<file path="src/rtl/sample_playback_voice_core_macros.svh">
// Assertion helpers for the sample playback voice core.
// Both expect a clock named clk and an active-low reset named rst_n in scope.
`ifndef SAMPLE_PLAYBACK_VOICE_CORE_MACROS_SVH
`define SAMPLE_PLAYBACK_VOICE_CORE_MACROS_SVH

// The consequent must hold in the same cycle as the antecedent.
`define SPV_ASSERT_NOW(label, ante, cons, msg) \
  label: assert property (@(posedge clk) disable iff (!rst_n) (ante) |-> (cons)) \
    else $error(msg);

// The consequent must hold in the cycle after the antecedent.
`define SPV_ASSERT_NEXT(label, ante, cons, msg) \
  label: assert property (@(posedge clk) disable iff (!rst_n) (ante) |=> (cons)) \
    else $error(msg);

`endif

</file>
<file path="src/rtl/spv_pkg.sv">
`default_nettype none

package spv_pkg;

  // Port widths fixed by the item format.
  localparam int FUNC_W     = 2;
  localparam int CFG_W      = 24;
  localparam int CFG_IDX_W  = 3;
  localparam int SMP_WORD_W = 32;

  // Register reset values.
  localparam logic [23:0] RST_BASE_STEP = 24'h01_0000;
  localparam logic [15:0] RST_GAIN      = 16'h8000;
  localparam logic [6:0]  RST_ROOT_NOTE = 7'd60;
  localparam logic [7:0]  NO_NOTE       = 8'hFF;

  // Note offset bias so that (note - root + bias) is never negative.
  localparam int NOTE_BIAS   = 132;
  // Division by 12 as a multiply by a reciprocal: q = (t * 683) >> 13, exact for t < 512.
  localparam int DIV12_MUL   = 683;
  localparam int DIV12_SHIFT = 13;
  // Octave index that corresponds to a zero octave shift.
  localparam int OCT_ZERO    = 11;

  typedef enum logic [FUNC_W-1:0] {
    FUNC_WRITE    = 2'd0,
    FUNC_NOTE_ON  = 2'd1,
    FUNC_NOTE_OFF = 2'd2,
    FUNC_TICK     = 2'd3
  } func_t;

  typedef enum logic [CFG_IDX_W-1:0] {
    REG_START_POS  = 3'd0,
    REG_END_POS    = 3'd1,
    REG_LOOP_EN    = 3'd2,
    REG_BASE_STEP  = 3'd3,
    REG_GAIN_LEFT  = 3'd4,
    REG_GAIN_RIGHT = 3'd5,
    REG_ROOT_NOTE  = 3'd6
  } cfg_reg_t;

  typedef enum logic [2:0] {
    ST_IDLE,
    ST_POS,
    ST_RD0,
    ST_RD1,
    ST_INT,
    ST_SCL,
    ST_OUT
  } state_t;

  // Commands from the controller to the datapath.
  typedef struct packed {
    logic write;
    logic note_on;
    logic note_off;
    logic pos;
    logic rd0;
    logic rd1;
    logic interp;
    logic scale;
    logic out_load;
  } cmd_t;

  // Status from the datapath to the controller.
  typedef struct packed {
    logic go;
    logic out_free;
  } sts_t;

  // 2^(k/12) in Q1.16 for one octave.
  function automatic logic [16:0] semitone_ratio(input logic [3:0] k);
    logic [16:0] r;
    case (k)
      4'd0:    r = 17'd65536;
      4'd1:    r = 17'd69433;
      4'd2:    r = 17'd73562;
      4'd3:    r = 17'd77936;
      4'd4:    r = 17'd82570;
      4'd5:    r = 17'd87480;
      4'd6:    r = 17'd92682;
      4'd7:    r = 17'd98193;
      4'd8:    r = 17'd104032;
      4'd9:    r = 17'd110218;
      4'd10:   r = 17'd116772;
      4'd11:   r = 17'd123715;
      default: r = 17'd65536;
    endcase
    return r;
  endfunction

endpackage

`default_nettype wire

</file>
<file path="src/rtl/spv_ctrl.sv">
`default_nettype none

module spv_ctrl
  import spv_pkg::*;
(
  input  logic              clk,
  input  logic              rst_n,
  input  logic              in_valid,
  input  logic [FUNC_W-1:0] in_func,
  output logic              in_ready,
  input  sts_t              sts,
  output cmd_t              cmd
);

  state_t state_r;
  state_t state_nxt;

  // State register.
  always_ff @(posedge clk) begin
    if (!rst_n) begin
      state_r <= ST_IDLE;
    end else begin
      state_r <= state_nxt;
    end
  end

  // Next state: a tick walks the sequence, every other request finishes in idle.
  always_comb begin
    state_nxt = state_r;
    unique case (state_r)
      ST_IDLE: begin
        if (in_valid && (func_t'(in_func) == FUNC_TICK)) begin
          state_nxt = ST_POS;
        end
      end
      ST_POS:  state_nxt = sts.go ? ST_RD0 : ST_OUT;
      ST_RD0:  state_nxt = ST_RD1;
      ST_RD1:  state_nxt = ST_INT;
      ST_INT:  state_nxt = ST_SCL;
      ST_SCL:  state_nxt = ST_OUT;
      ST_OUT: begin
        if (sts.out_free) begin
          state_nxt = ST_IDLE;
        end
      end
      default: state_nxt = ST_IDLE;
    endcase
  end

  // Outputs: request decode in idle, one datapath command per tick step.
  always_comb begin
    cmd      = '0;
    in_ready = 1'b0;
    unique case (state_r)
      ST_IDLE: begin
        in_ready = 1'b1;
        if (in_valid) begin
          unique case (func_t'(in_func))
            FUNC_WRITE:    cmd.write    = 1'b1;
            FUNC_NOTE_ON:  cmd.note_on  = 1'b1;
            FUNC_NOTE_OFF: cmd.note_off = 1'b1;
            FUNC_TICK:     ;
            default:       ;
          endcase
        end
      end
      ST_POS:  cmd.pos      = 1'b1;
      ST_RD0:  cmd.rd0      = 1'b1;
      ST_RD1:  cmd.rd1      = 1'b1;
      ST_INT:  cmd.interp   = 1'b1;
      ST_SCL:  cmd.scale    = 1'b1;
      ST_OUT:  cmd.out_load = sts.out_free;
      default: ;
    endcase
  end

endmodule

`default_nettype wire

</file>
<file path="config.mk">
export PLATFORM = sky130hd
export DESIGN_NAME = spv_ctrl
export DESIGN_NICKNAME = d
export VERILOG_FILES = /design/src/rtl/sample_playback_voice_core_macros.svh /design/src/rtl/spv_pkg.sv /design/src/rtl/spv_ctrl.sv
export SDC_FILE = /design/constraint.sdc
export NUM_CORES = 1
export LEC_CHECK = 0
export BUFFER_PORTS_ARGS = -buffer_cell sky130_fd_sc_hd__buf_2
export CORE_AREA = 2 2 39 41
export CTS_CLUSTER_SIZE = 24
export DETAILED_ROUTE_END_ITERATION = 6
export DIE_AREA = 0 0 41 43
export GPL_ROUTABILITY_DRIVEN = 1
export PLACE_DENSITY = 0.5
export SYNTH_ARGS = -nofsm -noshare
export SYNTH_HDL_FRONTEND = slang
export SYNTH_SLANG_ARGS = --single-unit
</file>
<file path="constraint.sdc">
create_clock -name clk -period 2.1 [get_ports clk]
set_clock_uncertainty 0.1 [all_clocks]
set_input_delay 0 -clock clk [delete_from_list [all_inputs] [get_ports clk]]
set_output_delay 0 -clock clk [all_outputs]
set_load 0.005 [all_outputs]
</file>
* Word-level counts from Yosys, hierarchy flattened
Index checks and enable logic that the tools add are counted.
Word-level totals: bits in registers 3, bits in latches 0, RAM bits 0, memory bits (read-only) 0, input bits 7, output and inout port bits 10, word-level logic and storage cells 32, memories 0
Cells by class: add/subtract/negate cells 0, multipliers 0, divide/modulo/power cells 0, order comparisons 0, equality and inequality tests 11, shift-type cells 0, muxes and demuxes 16, bitwise logic cells 0, reductions and logical operators 4
Operators with widths (number):
- $pmux 3 s7 | 1
- $mux 3 | 5
- $mux 1 | 10
- $eq 3x3->1 const B | 3
- $eq 3x2->1 const B | 2
- $eq 2x2->1 const B | 2
- $ne 2x2->1 const B | 2
- $eq 3x1->1 const B | 1
- $logic_not 3->1 | 1
- $eq 2x1->1 const B | 1
- $logic_not 2->1 | 1
- $reduce_and 2->1 | 1
- $logic_and 1x1->1 | 1

* Depth between registers and ports, before layout
Gate-level depths: netlist of run 1.
word-level depth 4, depth in mapped cells 4, mapped depth without buffers 3

* Least setup slack after synthesis of run 1
No wires, ideal clock.
path type flip-flop to output port, from register state_r[0], to output port cmd[7] (netlist bit), data arrival time 0.879 ns, data required time 2.000 ns, slack 1.121 ns, stages on the path, launching flop included 4, path buffers 0, cell sequence dfxtp_1 > nor3_2 > nand2_2 > nor3b_2
RTL lines:
- start: declaration | RTL line spv_ctrl.sv:15 | state_t state_r;
- start signal: assignment | RTL line spv_ctrl.sv:23 | state_r <= state_nxt;
- end: declaration | RTL line spv_ctrl.sv:12 | output cmd_t cmd

* Worst setup path after layout of run 1
from register state_r[2], to register state_r[2]
On the way: longest elaborated chain between the ends 3, elaborated cells between the ends (all ways) 11, classes of those cells eq/ne (8); mux (1); reduce/logical (2)
Ends and longest elaborated chain:
- $eq 3x3->1 / $logic_not 3->1 (equally long branches) | RTL line spv_ctrl.sv:30 | unique case (state_r)
- $ne 2x2->1 (no source line)
- $reduce_and 2->1 (no source line)
Several ways; a longest one is shown, not always the timed one. A chain may end at the register's enable or synchronous reset.

==> summary.md, run 1 <==
| Metric | Value |
|---|---|
| Top Registers | `state_r (3)` |
| GP Congestion | `about 0.6` |
| Routed length per instance | `roughly 10 um` |
| Layout Nets | `between 60 and 70` |
| Setup violators final | `0` |
| Antenna Nets Post-Route | `0` |
| Reg2reg start | `state_r[2]` |
| Max-slew headroom | `74.55%` |
| Area of the die | `roughly 1800 um^2` |
| Synth cell types | `19` |
| Area delta synth->final | `76.97%` |
| Main synth FF type | `dfxtp_1` |
| Hold path endpoint | `state_r[1]` |
| Initial Utilization | `between 15 and 20%` |
| Actual slew at the worst max-slew pin | `0.3812 ns` |
| Maximum vdd drop | `0.0001962 V` |
| Reg2reg path depth | `3` |
| Final Util | `28.48%` |
| Final wirelength | `approximately 700 um` |
| Syn nets | `37` |
| Synth Register Bits | `3` |
| Post-CTS Setup Bufs | `0` |
| Hold Crit Class | `input port to flop` |
| Worst Setup Path Type | `flop to flop` |
| Setup TNS | `0 ns` |
| Min-delay src | `sts[0]` |
| R2r setup slk | `approximately 0.43 ns` |
| FFs w/ async S/R, synth | `0%` |
| Hold Path Depth | `3` |
| Vias in the first global route | `~230` |
| PD cells | `587.2 nW/um^2` |
| Total CTS buffers | `3` |
| Avg Vias per Cell | `just over 4` |
| Status | `finished, final reports clean` |
| Post-detail-place hpwl | `approximately 460 um` |
| Chip width | `41 um` |
| Root buf cell | `clkbuf_4` |
| Clk_lat worst skew | `0.24 ns` |
| Layout fillers | `155` |
| Ports | `17` |
| Total number of yosys warnings | `0` |
| Tmin final | `approximately 1.7 ns` |
| Slew Viols, Final | `0` |
| Share of the synthesized area in the top cell type | `a little over a quarter` |
| RSZ-0062 raised after global routing | `false` |
| Initial antenna violation count | `0` |
| Req. time, crit path | `2.17 ns` |
| Post-Syn Area | `about 220 um^2` |
| GR Util met3 | `3.141%` |
| DRC | `0` |
| Layout cells sized above 1 | `~44%` |
| Vias | `290` |
| Maxcap violations | `0` |
| Antenna diodes | `0` |
| Fin crit share | `about 80%` |
| Most flops, register | `state_r` |
| Met2 usage | `~12%` |
| Total GRT Usage | `under 10%` |
| Number of flops mapped to enable cells by yosys | `0` |
| Die height | `roughly 43 um` |
| Clock sink count | `3` |
| TritonCTS clock tree | `yes` |
| Global-route wire length before repair | `around 970 um` |
| Post-Synthesis Cells | `30` |
| Leading cell types by count after synthesis | `6 x nor2_1, 3 x dfxtp_1, 3 x nand2_1` |
| Port Buffers | `16` |
| Max Freq | `about 600 MHz` |
| H-tree levels | `1` |
| Global route overflow | `0` |
| # resized after CTS | `0` |
| Crit start category | `flop` |
| Max Root-Sink Buffers | `2` |
| First-pass DRT Iterations | `3` |
| Leak pwr | `~0.19 nW` |
| Sequential area share after synthesis | `~27%` |
| Area contributors post-synth | `dfxtp_1 27%, nor3b_2 11%, nor2_1 10%` |
| Met1 Use GR | `roughly 10%` |
| Core Box Area | `approximately 1400 um^2` |
| Count leader, synth | `nor2_1` |
| Crit Path Max Fanout | `11` |
| Area leader, netlist | `dfxtp_1` |
| Reg clk slew, reported paths | `0.04 ns` |
| GR peak layer | `met2` |
| Max reg flops | `3` |
| Avg Synthesized Cell Area | `~7.4 um^2` |
| Hold Vio Cnt, Final | `0` |
| WP data arrival | `1.74 ns` |
| R2R Path End | `state_r[2]` |
| Pin count of the biggest net entering global routing | `12` |
| Critical path endpoint category | `flop` |
| Core Rows | `14` |
| 1st-iter DRT viols | `7` |
## what timing repair did
item / CTS / global route
endpoints found under the setup margin: 0 / 0
endpoints found under the hold margin: 3 / 0
hold buffers: 5 / 0
## critical path, cell delays in order, from the launching register on
cell	delay, ns
dfxtp_1	0.54
o21ai_0	0.13
a211oi_1	0.25
dlygate4sd3_1	0.59
## layer usage
| layer | routed length, um | share of wire (%) |
|---|---|---|
| met1 | 284 | 40 |
| met2 | 383 | 55 |
| met3 | 35 | 5.0 |
| met4 | 0 | 0 |
| met5 | 0 | 0 |
## stage by stage
step / area [um^2] / hold WS, ns / power [mW] / std cells / setup slack (ns)
2_1_floorplan: 222.7 / -0.07682 / 0.09652 / 30 / 1.121
3_3_place_gp: 317.8 / 0.1084 / 0.1193 / 61 / 1.008
3_5_place_dp: 317.8 / 0.09073 / 0.1193 / 61 / 1.019
4_1_cts: 394.1 / 0.03034 / 0.2358 / 70 / 0.5282
5_1_grt: 394.1 / 0.05283 / 0.2451 / 70 / 0.3468
6_report: 394.1 / 0.03292 / 0.2314 / 70 / 0.4282
## worst max-delay path by stage
| stage | startpoint | to | slack [ns] | depth (start not counted) |
|---|---|---|---|---|
| after CTS | state_r[2] | state_r[2] | 0.53 | 3 |
| after global routing | state_r[2] | state_r[2] | 0.35 | 3 |
| after floorplan | state_r[0] | cmd[7] | 1.12 | 3 |
| after global placement | state_r[2] | state_r[2] | 1.01 | 2 |
| final | state_r[2] | state_r[2] | 0.43 | 3 |
| after detailed placement | state_r[0] | cmd[6] | 1.02 | 4 |
## kinds of logic after synthesis
family	Yosys count	share of synthesized area (%)
and+or+nand+nor	21	57.31
AOI/OAI and AO/OA	5	13.48
DFF	3	26.97
buffers and inverters	1	2.245
## placed cells by master, fill, tap and decap left out, drive strengths merged
cell type	instances
nor3	2
nor2	6
a211oi	1
dlygate4sd3	5
nand2b	1
o21a	1
clkbuf	4
nor2b	2
nand3	1
buf	16
a21oi	2
nand2	4
and2	1
nor3b	3
nand3b	1
o21ai	1
dfxtp	3
## power by group
| part | leakage [nW] | switching, mW | internal [mW] |
|---|---|---|---|
| logic | 0.149 | 0.0240 | 0.0304 |
| registers | 0.0245 | 0.00965 | 0.0615 |
| clock network | 0.0150 | 0.0344 | 0.0715 |
## final cells by class
| type | instances | area, um^2 | area share, % |
|---|---|---|---|
| multi-input cells | 26 | 157.7 | 40.00 |
| clock buffers | 4 | 26.28 | 6.667 |
| well taps | 16 | 20.02 | 5.079 |
| flip-flops and latches | 3 | 60.06 | 15.24 |
| repair buffers | 21 | 130.1 | 33.02 |
(Power assumes the default switching activity.)
==> inputs of run 2 (changes only) <==
==> constraint.sdc (replaced) <==
create_clock -name clk -period 1.6 [get_ports clk]
set_clock_uncertainty 0.1 [all_clocks]
set_input_delay 0 -clock clk [delete_from_list [all_inputs] [get_ports clk]]
set_output_delay 0 -clock clk [all_outputs]
set_load 0.005 [all_outputs]
==> summary.md, run 2 (synthesis results as in run 1) <==
| Metric | Value |
|---|---|
| Status | `finished, final reports clean` |
| Crit Path Max Fanout | `8 (-3)` |
| P_int | `214.9 uW (+32%)` |
| Maxcap violations | `0 (unchanged)` |
| Chip width | `41 um (unchanged)` |
| Avg Vias per Cell | `4.171 (+0.69%)` |
| Most frequent cells in the layout | `16 x buf_2, 6 x nor2_1, 5 x dlygate4sd3_1` |
| Layout cells sized above 1 | `50.00% (+5.6 points)` |
| Leak pwr | `0.1898 nW (+0.86%)` |
| Top Registers | `state_r (3)` |
| Req. time, crit path | `1.66 ns (-0.51 ns)` |
| Vias in the first global route | `228 (unchanged)` |
| Antenna diodes | `0 (unchanged)` |
| Clk_lat worst skew | `0.24 ns (about the same)` |
| Global-route wire length before repair | `966 um (unchanged)` |
| Port Buffers | `16 (unchanged)` |
| Total CTS buffers | `3 (unchanged)` |
| Most flops, register | `state_r` |
| Dpl cell area | `317.8 um^2 (unchanged)` |
| Max-slew headroom | `85.36% (+11 points)` |
| Worst Setup Path Type | `flop to flop` |
| DRC | `0 (unchanged)` |
| Clk pwr share | `45.6% (-0.2 points)` |
| H-tree levels | `1 (unchanged)` |
| Reg clk slew, reported paths | `0.04 ns (about the same)` |
| Maximum vdd drop | `0.0002745 V (+40%)` |
| Psw | `88.85 uW (+31%)` |
| WP data arrival | `1.57 ns (-0.17 ns)` |
| Hold Vio Cnt, Final | `0 (unchanged)` |
| Critical path endpoint category | `flop` |
| Initial Utilization | `16.09% (unchanged)` |
| Hold Slack | `0.02697 ns (-0.005956 ns)` |
| Pin count of the biggest net entering global routing | `12 (unchanged)` |
| Leading cell type in the layout, fill and taps excluded | `buf_2` |
| Fin crit share | `94.01% (+14 points)` |
| Tmin final | `1.504 ns (-0.1676 ns)` |
| Area of the die | `1763 um^2 (unchanged)` |
| Clock sink count | `3 (unchanged)` |
| Final wirelength | `703 um (+0.14%)` |
| Max Freq | `664.8 MHz (+11%)` |
| Max reg flops | `3 (unchanged)` |
| Root buf cell | `clkbuf_4` |
| Hold Crit Class | `input port to flop` |
| Ports | `17 (unchanged)` |
| Setup TNS | `0 ns (unchanged)` |
| RSZ-0062 raised after global routing | `false` |
| Core Rows | `14 (unchanged)` |
| GP Congestion | `0.6105 (about the same)` |
| Die height | `43 um (unchanged)` |
| First-pass DRT Iterations | `3 (unchanged)` |
| Layout Nets | `62 (unchanged)` |
| 1st-iter DRT viols | `7 (unchanged)` |
| Comb power frac | `23.5% (about the same)` |
| Global route overflow | `0 (unchanged)` |
| Vias | `292 (+0.69%)` |
| Overall power | `303.8 uW (+31%)` |
| Post-detail-place hpwl | `461.4 um (unchanged)` |
| Post-route cell area | `400.4 um^2 (+1.6%)` |
| Initial antenna violation count | `0 (unchanged)` |
| Switching part of the total | `29.25% (-0.14 points)` |
| Antenna Nets Post-Route | `0 (unchanged)` |
| TritonCTS clock tree | `yes` |
| Total GRT Usage | `8.643% (unchanged)` |
| Max Root-Sink Buffers | `2 (unchanged)` |
| Slew Viols, Final | `0 (unchanged)` |
| Actual slew at the worst max-slew pin | `0.2182 ns (-0.1630 ns)` |
| PD cells | `758.7 nW/um^2 (+29%)` |
| Setup violators final | `0 (unchanged)` |
| Routed length per instance | `10.04 um (+0.14%)` |
| Core Box Area | `1384 um^2 (unchanged)` |
| Area delta synth->final | `79.77%` |
| Crit start category | `flop` |
| Seq pwr share | `30.8% (about the same)` |
[run 2: cell types whose count changed in the layout (fill, tap and decap cells not counted)]
cell / before / now
dfxtp_1: 3 / 0
dfxtp_2: 0 / 2
dfxtp_4: 0 / 1
[run 2: power groups by stage]
stage	Sequential [mW]	Clock, mW	Combinational [mW]
final	0.0937	0.139	0.0715
after global routing	0.0946	0.149	0.0789
after CTS	0.0924	0.145	0.0720
after detailed placement	0.0936	0	0.0630
after global placement	0.0932	0	0.0633
after floorplan	0.0891	0	0.0376
[run 2: cell type report]
type / instances / area [um^2]
multi-input combinational: 26 / 157.7
fill: 153 / 983.4
tap: 16 / 20.02
timing repair buffer: 21 / 130.1
clock buffer: 4 / 26.28
sequential: 3 / 66.31
[run 2: metrics by stage]
step,worst slack (ns),instances,util [%]
CTS,0.02824,70,28.48
finish,0.09577,70,28.93
global placement,0.5079,61,22.97
detailed placement,0.5194,61,22.97
floorplan,0.6206,30,-
global route,0.02692,70,28.93
[run 2: final timing paths]
| kind | start | to | slack [ns] | depth (start not counted) |
|---|---|---|---|---|
| hold / removal | sts[0] | state_r[1] | 0.03 | 3 |
| hold reg to reg | state_r[0] | state_r[0] | 0.51 | 2 |
| setup / recovery | state_r[0] | state_r[2] | 0.1 | 3 |
| setup reg to reg | state_r[0] | state_r[2] | 0.1 | 3 |
[run 2: worst max-delay path, cell delays in order (launching register included)]
cell and delay [ns]:
dfxtp_2 0.39, o21ai_0 0.11, a211oi_1 0.24, dlygate4sd3_1 0.59
[run 2: what timing repair did]
action | CTS | global route
hold endpoints to repair | 3 | 0
setup endpoints to repair | 0 | 1
buffers inserted | 0 | 0
gates resized for setup | 0 | 4
hold buffers | 5 | 0
[run 2: routing by layer]
layer	GRT usage (%)	wire, um	vias up	part of all wire, %
met4	8.000	0	0	0
met1	10.00	286	132	41
met5	0	0	-	0
met3	3.141	35	0	5.0
met2	11.56	381	6	54
li1	-	-	154	-
==> inputs of run 3 (changes only) <==
--- a/config.mk
+++ b/config.mk
@@ -5,13 +5,14 @@
 export SDC_FILE = /design/constraint.sdc
 export NUM_CORES = 1
 export LEC_CHECK = 0
+export ABC_AREA = 1
 export BUFFER_PORTS_ARGS = -buffer_cell sky130_fd_sc_hd__buf_2
 export CORE_AREA = 2 2 39 41
 export CTS_CLUSTER_SIZE = 24
 export DETAILED_ROUTE_END_ITERATION = 6
 export DIE_AREA = 0 0 41 43
 export GPL_ROUTABILITY_DRIVEN = 1
-export PLACE_DENSITY = 0.5
+export PLACE_DENSITY = 0.54
 export SYNTH_ARGS = -nofsm -noshare
 export SYNTH_HDL_FRONTEND = slang
 export SYNTH_SLANG_ARGS = --single-unit
==> summary.md, run 3 <==
| Metric | Value |
|---|---|
| Routed length per instance | `8.051 um (-20%)` |
| Max Freq | `677.4 MHz (+1.9%)` |
| Vias | `335 (+15%)` |
| Syn nets | `48 (+30%)` |
| WP data arrival | `1.50 ns (-0.07 ns)` |
| Avg Synthesized Cell Area | `6.439 um^2 (-13%)` |
| Leak pwr | `0.2151 nW (+13%)` |
| Synth cell types | `17 (-2)` |
| Synth Register Bits | `3 (unchanged)` |
| Main synth FF type | `dfxtp_1` |
| Share of the synthesized area in the top cell type | `22.75% (-4.2 points)` |
| Hold Path Depth | `5 (+2)` |
| Worst Setup Path Type | `flop to flop` |
| Setup TNS | `0 ns (unchanged)` |
| Final wirelength | `628 um (-11%)` |
| CP Depth | `4 (+1)` |
| Total GRT Usage | `8.517% (-0.13 points)` |
| GP Congestion | `0.7142 (+17%)` |
| Initial antenna violation count | `0 (unchanged)` |
| Min-delay src | `in_valid` |
| Slew Viols, Final | `0 (unchanged)` |
| Setup crit start | `state_r[2]` |
| 1st-iter DRT viols | `3 (-4)` |
| Post-Synthesis Cells | `41 (+37%)` |
| Core Rows | `14 (unchanged)` |
| Delay-heaviest family, CP | `buffers and inverters` |
| Clock sink count | `3 (unchanged)` |
| Root buf cell | `clkbuf_4` |
| Reg2reg start | `state_r[2]` |
| Maxcap violations | `0 (unchanged)` |
| Global route overflow | `0 (unchanged)` |
| Leading cell types by count after synthesis | `8 x nor2_1, 6 x inv_1, 5 x nor3_1` |
| Total number of yosys warnings | `0 (unchanged)` |
| Clk_lat worst skew | `0.23 ns (about the same)` |
| Reg clk slew, reported paths | `0.03 ns (about the same)` |
| Antenna diodes | `0 (unchanged)` |
| Top Registers | `state_r (3)` |
| Pin count of the biggest net entering global routing | `10 (-2)` |
| Antenna Nets Post-Route | `0 (unchanged)` |
| Area contributors post-synth | `dfxtp_1 23%, nor2_1 11%, nor3_1 9.5%` |
| TritonCTS clock tree | `yes` |
| Count leader, synth | `nor2_1` |
| Crit-path slowest cell | `dlygate4sd3_1` |
| Hold Crit Class | `input port to flop` |
| Area delta synth->final | `54.98%` |
| Maximum vdd drop | `0.0004269 V (+56%)` |
| Max-slew headroom | `80.92% (-4.4 points)` |
| Fin crit share | `92.26% (-1.8 points)` |
| Max Root-Sink Buffers | `2 (unchanged)` |
| H-tree levels | `1 (unchanged)` |
| WP buf/inv | `1 (unchanged)` |
| Total CTS buffers | `3 (unchanged)` |
| Crit start category | `flop` |
| Hold Slack | `0.04531 ns (+0.01834 ns)` |
| Layout Nets | `70 (+13%)` |
| Critical path cell sequence | `o211ai_1 -> nand2_1 -> dlygate4sd3_1 -> nor2_1` |
| RSZ-0062 raised after global routing | `false` |
| Post-Syn Area | `264.0 um^2 (+19%)` |
| Critical path endpoint category | `flop` |
| Die height | `43 um (unchanged)` |
| Leading cell type in the layout, fill and taps excluded | `buf_2` |
| Avg Vias per Cell | `4.295 (+3.0%)` |
| Layout cells sized above 1 | `40.32% (-9.7 points)` |
| Port Buffers | `16 (unchanged)` |
| Vias in the first global route | `284 (+25%)` |
| Global-route wire length before repair | `993 um (+2.8%)` |
| PD cells | `1209 nW/um^2 (+59%)` |
| Tmin final | `1.476 ns (-0.02807 ns)` |
| Chip width | `41 um (unchanged)` |
| Core Box Area | `1384 um^2 (unchanged)` |
| Req. time, crit path | `1.62 ns (-0.04 ns)` |
| Number of flops mapped to enable cells by yosys | `0 (unchanged)` |
| Max reg flops | `3 (unchanged)` |
| Initial Utilization | `19.08% (+3.0 points)` |
| First-pass DRT Iterations | `3 (unchanged)` |
| Sequential area share after synthesis | `22.75% (-4.2 points)` |
| Post-detail-place hpwl | `504.7 um (+9.4%)` |
| Most frequent cells in the layout | `16 x buf_2, 8 x nor2_1, 6 x inv_1` |
| Most flops, register | `state_r` |
| Area leader, netlist | `dfxtp_1` |
| Ports | `17 (unchanged)` |
| Max incr delay on CP | `0.54 ns (-0.05 ns)` |
| Status | `finished, final reports clean` |
| DRC | `0 (unchanged)` |
| Reg2reg path depth | `4 (+1)` |
| FFs w/ async S/R, synth | `0% (unchanged)` |
| Area of the die | `1763 um^2 (unchanged)` |
| Actual slew at the worst max-slew pin | `0.2857 ns (+0.06752 ns)` |
| Crit Path Max Fanout | `9 (+1)` |
| Hold Vio Cnt, Final | `0 (unchanged)` |
| Overall power | `494.5 uW (+63%)` |
| Setup violators final | `0 (unchanged)` |
==> run 3: cell types whose count changed after synthesis, sizes merged, moves of 2 or more <==
cell / previous run / this run
nor3b: 3 / 0
inv: 0 / 8
nor2b: 2 / 0
nor3: 2 / 5
nor4: 0 / 2
buf: 1 / 3
nor2: 6 / 9
==> run 3: layer usage <==
| layer | up-vias | global-route usage [%] | share of wire [%] |
|---|---|---|---|
| met4 | 0 | 2.000 | 0 |
| met2 | 13 | 13.13 | 44 |
| li1 | 175 | - | - |
| met3 | 0 | 6.283 | 8.3 |
| met5 | - | 0 | 0 |
| met1 | 147 | 8.946 | 47 |
==> run 3: power by group <==
part	switching [mW]	total, mW	internal [mW]	leakage [nW]
sequential	0.0561	0.154	0.0984	0.0254
clock	0.0374	0.131	0.0933	0.0150
combinational	0.107	0.209	0.102	0.175
total	0.200	0.494	0.294	0.215
==> run 3: cell type report <==
class                      count  area [um^2]
tap                           16        20.02
clock buffer                   4        26.28
sequential                     3        62.56
fill                         153        974.7
timing repair buffer          20        120.1
inverter                       8        30.03
multi-input combinational     27        150.1
==> run 3: timing repair <==
item                                    in CTS  in global routing
buffers inserted                             0                  0
gates resized for setup                      0                  2
endpoints found under the setup margin       0                  1
hold buffers                                 4                  0
hold endpoints to repair                     3                  0
==> run 3: stage by stage <==
stage / std cells / utilization (%) / area [um^2] / worst slack, ns
2_1_floorplan: 41 / - / 264.0 / 0.6711
3_3_place_gp: 70 / 24.59 / 340.3 / 0.4735
3_5_place_dp: 70 / 24.59 / 340.3 / 0.4461
4_1_cts: 78 / 29.39 / 406.6 / 0.02658
5_1_grt: 78 / 29.57 / 409.1 / 0.02496
6_report: 78 / 29.57 / 409.1 / 0.1238
==> run 3: worst register-to-register path, delay by kind of cell (launching register included) <==
kind,cells,cell delay [ns]
buffers and inverters,1,0.54
AO/OA/AOI/OAI,1,0.14
flip-flops,1,0.47
AND/OR/NAND/NOR,2,0.11
==> run 3: kinds of logic after synthesis <==
group           count (synthesis)  share of synthesized area, %
simple gates                   23                         47.39
buf+inv                        11                         20.38
compound gates                  4                         9.481
flops                           3                         22.75
==> run 3: worst paths after layout <==
kind	endpoint	slack (ns)
max reg2reg	state_r[2]	0.12
max	state_r[2]	0.12
min	state_r[0]	0.05
min reg2reg	state_r[1]	0.48
